[src/hdl/dpc_pkg.sv]
// dpc_pkg: shared types, command and drive codes, register indexes and constants
// for the deadband position controller
// no dependencies; the design files refer to it by scoped names, the test files import it
package dpc_pkg;

  // command codes
  localparam logic [2:0] CMD_SET_REF = 3'd0;
  localparam logic [2:0] CMD_AUTO    = 3'd1;
  localparam logic [2:0] CMD_SEMI    = 3'd2;
  localparam logic [2:0] CMD_HOME    = 3'd3;
  localparam logic [2:0] CMD_HALT    = 3'd4;

  // drive codes
  localparam logic [1:0] DRV_NONE = 2'd0;
  localparam logic [1:0] DRV_FWD  = 2'd1;
  localparam logic [1:0] DRV_BACK = 2'd2;
  localparam logic [1:0] DRV_HALT = 2'd3;

  // configuration register indexes
  localparam logic [1:0] REG_INVERTED_MOUNT  = 2'd0;
  localparam logic [1:0] REG_VIRTUAL_ENDSTOP = 2'd1;
  localparam logic [1:0] REG_DEADBAND        = 2'd2;
  localparam logic [1:0] REG_PERIOD_MS       = 2'd3;

  localparam int CFG_IDX_W  = 2;
  localparam int CFG_DATA_W = 16;

  // reset values of the registers
  localparam logic [9:0]  VEND_RESET     = 10'd923;
  localparam logic [9:0]  DEADBAND_RESET = 10'd10;
  localparam logic [15:0] PERIOD_RESET   = 16'd10;

  // mapping constants
  localparam logic [6:0]  PCT_FULL  = 7'd100;
  localparam logic [9:0]  POS_FRONT = 10'd923;   // fixed front reference of the mirrored map
  localparam logic [9:0]  POS_MAX   = 10'd1023;
  localparam logic [9:0]  POS_BASE  = 10'd100;

  // floor(p/100) for p in -10000..92300: bias by 10000, divide, remove 100
  localparam int                 PROD_W       = 17;
  localparam logic [19:0]        PROD_BIAS    = 20'd10000;
  localparam int                 RECIP_W      = 24;
  localparam logic [RECIP_W-1:0] DIV100_MUL   = 24'd10737419;  // ceil(2^30 / 100)
  localparam int                 DIV100_SHIFT = 30;
  localparam int                 QUOT_W       = 11;

  typedef struct packed {
    logic        inverted_mount;
    logic [9:0]  virtual_endstop;
    logic [9:0]  deadband;
    logic [15:0] period_ms;
  } cfg_t;

  typedef struct packed {
    logic [2:0]  command;
    logic [15:0] ref_percent;
    logic [9:0]  position;
    logic [31:0] now_ms;
    logic        button_fwd;
    logic        button_back;
    logic        endstop_front;
    logic        endstop_rear;
  } in_word_t;

  typedef struct packed {
    logic [1:0]         drive;
    logic signed [11:0] target;
  } out_word_t;

endpackage

[src/hdl/dpc_ref_map.sv]
// dpc_ref_map: front half of the reference mapping, saturates the percentage
// and forms the biased product of percentage and span
// depends on dpc_pkg
module dpc_ref_map (
  input  logic [15:0]                 percent,
  input  dpc_pkg::cfg_t               cfg,
  output logic [dpc_pkg::PROD_W-1:0]  prod_biased
);

  logic [6:0]         pct_sat;
  logic [6:0]         pct_eff;
  logic signed [11:0] span;
  logic signed [19:0] prod;
  logic signed [19:0] prod_off;

  always_comb begin
    pct_sat = (percent > {9'b0, dpc_pkg::PCT_FULL}) ? dpc_pkg::PCT_FULL : percent[6:0];
    if (cfg.inverted_mount) begin
      pct_eff = dpc_pkg::PCT_FULL - pct_sat;
      span    = $signed({2'b0, dpc_pkg::POS_FRONT}) - $signed({2'b0, cfg.virtual_endstop});
    end else begin
      pct_eff = pct_sat;
      span    = $signed({2'b0, cfg.virtual_endstop}) - $signed({2'b0, dpc_pkg::POS_BASE});
    end
    prod        = $signed({13'b0, pct_eff}) * $signed({{8{span[11]}}, span});
    // bias keeps the value non-negative so the divide can stay unsigned
    prod_off    = prod + $signed(dpc_pkg::PROD_BIAS);
    prod_biased = prod_off[dpc_pkg::PROD_W-1:0];
  end

endmodule

[src/hdl/dpc_core.sv]
// dpc_core: decision logic for one word, target update, timing check and drive
// selection between the input register and the result register
// depends on dpc_pkg
module dpc_core (
  input  dpc_pkg::in_word_t           word,
  input  logic [dpc_pkg::PROD_W-1:0]  prod_biased,
  input  dpc_pkg::cfg_t               cfg,
  input  logic [11:0]                 target_cur,
  input  logic [31:0]                 last_ms_cur,
  output logic [11:0]                 target_new,
  output logic [31:0]                 last_ms_new,
  output dpc_pkg::out_word_t          result
);

  logic [40:0]                 scaled;
  logic [dpc_pkg::QUOT_W-1:0]  quot;
  logic [12:0]                 mapped;
  logic [11:0]                 semi_target;
  logic [31:0]                 elapsed;
  logic                        due;
  logic signed [12:0]          err;
  logic [12:0]                 mag;
  logic [1:0]                  auto_drv;
  logic [1:0]                  home_drv;
  logic [1:0]                  drv;
  logic [11:0]                 tgt;
  logic                        timed;

  always_comb begin
    // divide by 100 through the reciprocal
    scaled = {24'b0, prod_biased} * {17'b0, dpc_pkg::DIV100_MUL};
    quot   = scaled[40:dpc_pkg::DIV100_SHIFT];
    if (cfg.inverted_mount) begin
      mapped = {3'b0, cfg.virtual_endstop} + {2'b0, quot} - {3'b0, dpc_pkg::POS_BASE};
    end else begin
      mapped = {2'b0, quot};
    end

    // button overwrites, back wins; only semi words look at the buttons
    semi_target = target_cur;
    if (word.command == dpc_pkg::CMD_SEMI) begin
      if (word.button_fwd) begin
        semi_target = {2'b0, cfg.virtual_endstop};
      end
      if (word.button_back) begin
        semi_target = cfg.inverted_mount ? {2'b0, dpc_pkg::POS_MAX} : 12'd0;
      end
    end

    elapsed = word.now_ms - last_ms_cur;
    due     = elapsed > {16'b0, cfg.period_ms};

    err = $signed({semi_target[11], semi_target}) - $signed({3'b0, word.position});
    mag = err[12] ? 13'(-err) : err;
    if (mag > {3'b0, cfg.deadband}) begin
      auto_drv = err[12] ? dpc_pkg::DRV_BACK : dpc_pkg::DRV_FWD;
    end else begin
      auto_drv = dpc_pkg::DRV_HALT;
    end

    if (cfg.inverted_mount) begin
      home_drv = word.endstop_front ? dpc_pkg::DRV_HALT : dpc_pkg::DRV_FWD;
    end else begin
      home_drv = word.endstop_rear ? dpc_pkg::DRV_HALT : dpc_pkg::DRV_BACK;
    end

    drv   = dpc_pkg::DRV_NONE;
    tgt   = target_cur;
    timed = 1'b0;
    case (word.command)
      dpc_pkg::CMD_SET_REF: begin
        tgt = mapped[11:0];
      end
      dpc_pkg::CMD_AUTO: begin
        timed = 1'b1;
        drv   = due ? auto_drv : dpc_pkg::DRV_NONE;
      end
      dpc_pkg::CMD_SEMI: begin
        timed = 1'b1;
        tgt   = semi_target;
        drv   = due ? auto_drv : dpc_pkg::DRV_NONE;
      end
      dpc_pkg::CMD_HOME: begin
        timed = 1'b1;
        drv   = due ? home_drv : dpc_pkg::DRV_NONE;
      end
      dpc_pkg::CMD_HALT: begin
        drv = dpc_pkg::DRV_HALT;
      end
      default: begin
        drv = dpc_pkg::DRV_NONE;
      end
    endcase

    target_new    = tgt;
    last_ms_new   = (timed && due) ? word.now_ms : last_ms_cur;
    result.drive  = drv;
    result.target = $signed(tgt);
  end

endmodule

[src/hdl/deadband_position_controller.sv]
// deadband_position_controller: top level, handshakes, configuration registers,
// input and result registers and controller state
// depends on dpc_pkg, dpc_ref_map and dpc_core
//
//   channel | port group                     | handshake
//   --------+--------------------------------+---------------------------
//   input   | in_valid, in_stall, in_word    | taken when valid & !stall
//   result  | out_valid, out_stall, out_word | taken when valid & !stall
//   config  | cfg_we, cfg_index, cfg_wdata   | written when cfg_we
//
// one word per cycle sustained while out_stall is low; a taken word is held in
// the input register, then in the result register that drives the result port,
// and can leave at the following edge at the earliest
// the percentage times span product is formed ahead of the input register,
// the divide by 100 and the decision follow it
// synchronous active-low reset clears target, timestamp, valids, presets config
// a stalled result holds; the input stalls only when both registers are full
module deadband_position_controller (
  input  logic                             clk,
  input  logic                             rst_n,
  input  logic                             in_valid,
  output logic                             in_stall,
  input  dpc_pkg::in_word_t                in_word,
  output logic                             out_valid,
  input  logic                             out_stall,
  output dpc_pkg::out_word_t               out_word,
  input  logic                             cfg_we,
  input  logic [dpc_pkg::CFG_IDX_W-1:0]    cfg_index,
  input  logic [dpc_pkg::CFG_DATA_W-1:0]   cfg_wdata
);

  // configuration
  dpc_pkg::cfg_t cfg_r;

  // input register
  logic                         s1_valid_r;
  dpc_pkg::in_word_t            s1_word_r;
  logic [dpc_pkg::PROD_W-1:0]   s1_prod_r;

  // result register
  logic                         out_valid_r;
  dpc_pkg::out_word_t           out_word_r;

  // controller state
  logic [11:0]                  target_r;
  logic [31:0]                  last_ms_r;

  logic [11:0]                  target_nxt;
  logic [31:0]                  last_ms_nxt;
  dpc_pkg::out_word_t           result_nxt;
  logic [dpc_pkg::PROD_W-1:0]   prod_nxt;

  logic                         s1_adv;
  logic                         in_take;

  // result register free or draining this cycle
  assign s1_adv   = !out_valid_r || !out_stall;
  assign in_stall = s1_valid_r && !s1_adv;
  assign in_take  = in_valid && !in_stall;

  assign out_valid = out_valid_r;
  assign out_word  = out_word_r;

  // input word's product; user keeps config steady while words flow, unenforced
  dpc_ref_map u_ref_map (
    .percent     (in_word.ref_percent),
    .cfg         (cfg_r),
    .prod_biased (prod_nxt)
  );

  dpc_core u_core (
    .word        (s1_word_r),
    .prod_biased (s1_prod_r),
    .cfg         (cfg_r),
    .target_cur  (target_r),
    .last_ms_cur (last_ms_r),
    .target_new  (target_nxt),
    .last_ms_new (last_ms_nxt),
    .result      (result_nxt)
  );

  // configuration writes
  always_ff @(posedge clk) begin
    if (!rst_n) begin
      cfg_r.inverted_mount  <= 1'b0;
      cfg_r.virtual_endstop <= dpc_pkg::VEND_RESET;
      cfg_r.deadband        <= dpc_pkg::DEADBAND_RESET;
      cfg_r.period_ms       <= dpc_pkg::PERIOD_RESET;
    end else if (cfg_we) begin
      case (cfg_index)
        dpc_pkg::REG_INVERTED_MOUNT:  cfg_r.inverted_mount  <= cfg_wdata[0];
        dpc_pkg::REG_VIRTUAL_ENDSTOP: cfg_r.virtual_endstop <= cfg_wdata[9:0];
        dpc_pkg::REG_DEADBAND:        cfg_r.deadband        <= cfg_wdata[9:0];
        dpc_pkg::REG_PERIOD_MS:       cfg_r.period_ms       <= cfg_wdata;
        default: begin
        end
      endcase
    end
  end

  // input register
  always_ff @(posedge clk) begin
    if (!rst_n) begin
      s1_valid_r <= 1'b0;
    end else if (s1_adv || !s1_valid_r) begin
      s1_valid_r <= in_take;
    end
  end

  always_ff @(posedge clk) begin
    if (in_take) begin
      s1_word_r <= in_word;
      s1_prod_r <= prod_nxt;
    end
  end

  // result register and state, both move when the input register hands over
  always_ff @(posedge clk) begin
    if (!rst_n) begin
      out_valid_r <= 1'b0;
      target_r    <= 12'd0;
      last_ms_r   <= 32'd0;
    end else if (s1_adv) begin
      out_valid_r <= s1_valid_r;
      if (s1_valid_r) begin
        target_r  <= target_nxt;
        last_ms_r <= last_ms_nxt;
      end
    end
  end

  always_ff @(posedge clk) begin
    if (s1_adv && s1_valid_r) begin
      out_word_r <= result_nxt;
    end
  end

  // halt always yields a halt result
  a_halt_result: assert property (@(posedge clk) disable iff (!rst_n)
    (s1_valid_r && s1_adv && s1_word_r.command == dpc_pkg::CMD_HALT)
      |=> (out_valid_r && out_word_r.drive == dpc_pkg::DRV_HALT))
    else $error("halt word did not give a halt result");

  // state only moves when a word passes the decision logic
  a_state_hold: assert property (@(posedge clk) disable iff (!rst_n)
    !(s1_valid_r && s1_adv) |=> ($stable(target_r) && $stable(last_ms_r)))
    else $error("controller state changed without a word");

  // stored target stays within the converter range
  a_target_range: assert property (@(posedge clk) disable iff (!rst_n)
    target_r[11:10] == 2'b00)
    else $error("target left the position range");

  // input stalls only with both registers occupied
  a_stall_full: assert property (@(posedge clk) disable iff (!rst_n)
    in_stall |-> (s1_valid_r && out_valid_r && out_stall))
    else $error("input stalled with room in the pipeline");

endmodule

[config.mk]
export PLATFORM = sky130hd
export DESIGN_NAME = deadband_position_controller
export DESIGN_NICKNAME = d
export VERILOG_FILES = /design/src/hdl/dpc_pkg.sv /design/src/hdl/dpc_ref_map.sv /design/src/hdl/dpc_core.sv /design/src/hdl/deadband_position_controller.sv
export SDC_FILE = /design/constraint.sdc
export NUM_CORES = 1
export LEC_CHECK = 0
export BUFFER_PORTS_ARGS = -buffer_cell sky130_fd_sc_hd__buf_4
export CORE_MARGIN = 5
export CORE_UTILIZATION = 45
export DETAILED_ROUTE_END_ITERATION = 7
export PLACE_DENSITY = 0.64
export SYNTH_ARGS = -nofsm -noshare
export SYNTH_HDL_FRONTEND = slang
export SYNTH_SLANG_ARGS = --single-unit
[constraint.sdc]
create_clock -name clk -period 7.6 [get_ports clk]
set_input_delay 0.38 -clock clk [delete_from_list [all_inputs] [get_ports clk]]
set_output_delay 0.38 -clock clk [all_outputs]
set_load 0.05 [all_outputs]
==> flow_summary.toml <==
[outcome]
status = "finished with violations"
failed_checks = "setup timing"

[logic_synthesis]
ys_seq_area_frac = 0.209
yosysTopAreaCell = "fa_1"
yosys_warnings = 0
yosysMostFrequentCell = "inv_1"
syn-instance-count = 2120
synthFlopType = "dfxtp_1"
synthTopCellsByArea = "fa_1, ha_1, edfxtp_1"
synth_edf_count = 80
syn_area_um2 = 19400
synth.avg_cell_area_um2 = 9.17
synth_common_cells = "inv_1, ha_1, nand2_1"
synth_nets = 2695
synthDistinctLibCells = 76
async_reset_ff_frac = 0
postSynthRegisterBits = 163
synth_top_area_share = 0.197

[clocking]
cts_buffer_depth = 2
cts_tree = "built"
cts_hold_buf = 0
cts.sinks = 163
cts_buffers = 17
clk_pin_slew_ns = 0.08
cts-root-buf = "clkbuf_16"
clk_latency_ns = 0.46
cts_max_level = 4

[critical_path]
crit_fanout = 4
critPathKind = "reg2reg"
cpMostUsedCell = "fa_1"
cp-end-kind = "flip-flop"
r2r_slack_ns = -0.32
setup.worst_path.start_class = "flip-flop"
cp.arrival_ns = 8.11
slowest_delay_ns = 0.60
cp_slowest_cell = "or4_4"
crit_buf_inv = 3
worstPathRequired_ns = 7.79
crit_family = "adder cells"

[sta]
hold_viol_final = 0
clock.fmax_mhz = 126
fin_ws_ns = -0.320
hold_slack_ns = 0.0883
setup_viol = 12
final_period_minus_worst_setup_slack_ns = 7.92
tightest_slew_ns = 1.25
slew_headroom = 0.165
maxSlewViolCount = 0
finalCritPeriodShare = 1.04
fin_skew_ns = 0.0193
rsz0062_at_grt = "true"

[die]
row_count = 76
die_area_um2 = 47400
die_w_um = 218
core_area_um2 = 42900
start_util = 0.453
io_pins = 104
die_y_um = 218

[global_route]
overflow = 0
grtUsageTotal = 0.213
grt_pass1_wl_um = 80600
grt_pass1_vias = 15690
grt_max_degree = 110
antenna_found_initial = 3

[final_layout]
drive_above_1_share = 0.162
nets = 2916
area_growth_syn_to_layout_pct = 17.1

[placement]
port-buffer-count = 103
post-dp-hpwl_um = 41200
gp_congestion = 0.983

[route]
detail_route.first_pass.iterations = 6
routed_via_density = 5.20
vias = 15307
postRouteAntennaNets = 0
drt_iter0_drc = 970
drc = 0
drt_wl_total_um = 49200
post_drt_wl_per_cell_um = 16.7

[hold_path]
min_path_type = "in2reg"

[flow_run]
max_cap_viol_count = 0
registers in the layout, indices dropped and copies added, names as in the netlist:
signal / count
s1_valid_r: 1
target_r: 12
s1_prod_r: 17
cfg_r: 37
out_valid: 1
last_ms_r: 32
s1_word_r: 49
out_word: 14
cells in the final DEF, fill, tap and decap left out, types with 13 or more instances in the layout:
master,synthesis,routed
a21boi_0,24,24
a21o_1,41,41
a21oi_1,95,89
a31oi_1,17,14
buf_4,0,250
clkbuf_16,0,18
dfxtp_1,83,83
edfxtp_1,80,80
fa_1,191,185
ha_1,296,287
inv_1,385,376
mux2i_1,52,52
nand2_1,211,211
nand3_1,20,19
nand4_1,13,13
nor2_1,143,142
nor2b_1,23,21
nor3_1,13,13
o211ai_1,14,14
o21a_1,16,16
o21ai_0,87,81
or2_2,23,22
xnor2_1,51,50
xor2_1,33,31
logic make-up (layout without fill, tap and decap cells):
family	count (synthesis)	in the layout	share of synthesized area
XOR/XNOR	84	84	0.0379
buffers and inverters	435	669	0.0866
AND/OR/NAND/NOR	506	506	0.118
multiplexers	59	59	0.0308
adder cells (fa/ha/maj)	487	487	0.387
other	0	3	0
flip-flops	163	163	0.209
AO/OA/AOI/OAI	386	386	0.131
area by class of cell:
type / count / area [um2]
Inverter: 385 / 1450
Tap cell: 585 / 732
Multi-Input combinational cell: 1522 / 14000
Timing Repair Buffer: 252 / 1900
Sequential cell: 163 / 4060
Fill cell: 3883 / 20100
Antenna cell: 3 / 7.51
Clock buffer: 18 / 450
Clock inverter: 14 / 128
path summary, 6_finish.rpt:
kind                       from            end  cells after the start
setup / recovery  s1_prod_r[14]   out_word[10]                     31
hold / removal      in_word[40]  s1_word_r[40]                      1
setup reg to reg  s1_prod_r[14]   out_word[10]                     31
hold reg to reg   last_ms_r[16]  last_ms_r[16]                      2
per-stage QoR:
step / cells / setup slack (ns) / util / setup TNS (ns) / area, um2
6_report: 2942 / -0.320 / 0.531 / -2.52 / 22800
5_1_grt: 2942 / -0.594 / 0.531 / -6.50 / 22800
4_1_cts: 2925 / -0.400 / 0.526 / -2.65 / 22600
3_5_place_dp: 2879 / -0.580 / 0.506 / -4.47 / 21700
3_3_place_gp: 2879 / -0.406 / 0.506 / -2.99 / 21700
2_1_floorplan: 2120 / -0.167 / - / -0.270 / 19500
repair_timing:
action	in CTS	in global routing
gates resized for setup	34	15
setup buffers	15	15
endpoints found under the setup margin	14	19
cloned	0	0
pin swaps	52	28
metal layers:
layer / share of wire / GRT usage / up-vias
met3: 0.044 / 0.0271 / 60
met5: 0 / 0 / -
met2: 0.48 / 0.359 / 373
met4: 0.025 / 0.0674 / 0
li1: - / - / 7508
met1: 0.45 / 0.286 / 7366
worst register-to-register path, delay by kind of cell (launching register included):
| kind | cells | cell delay [ns] |
|---|---|---|
| adders and majority gates | 9 | 3.35 |
| AOI/OAI and AO/OA | 12 | 2.15 |
| xor gates and xnor gates | 3 | 0.53 |
| buffers and inverters | 3 | 0.16 |
| DFF | 1 | 0.47 |
| and+or+nand+nor | 4 | 0.98 |
Power is not shown: default switching activity piles up to over one toggle a cycle in this logic, so the estimate is an artifact.
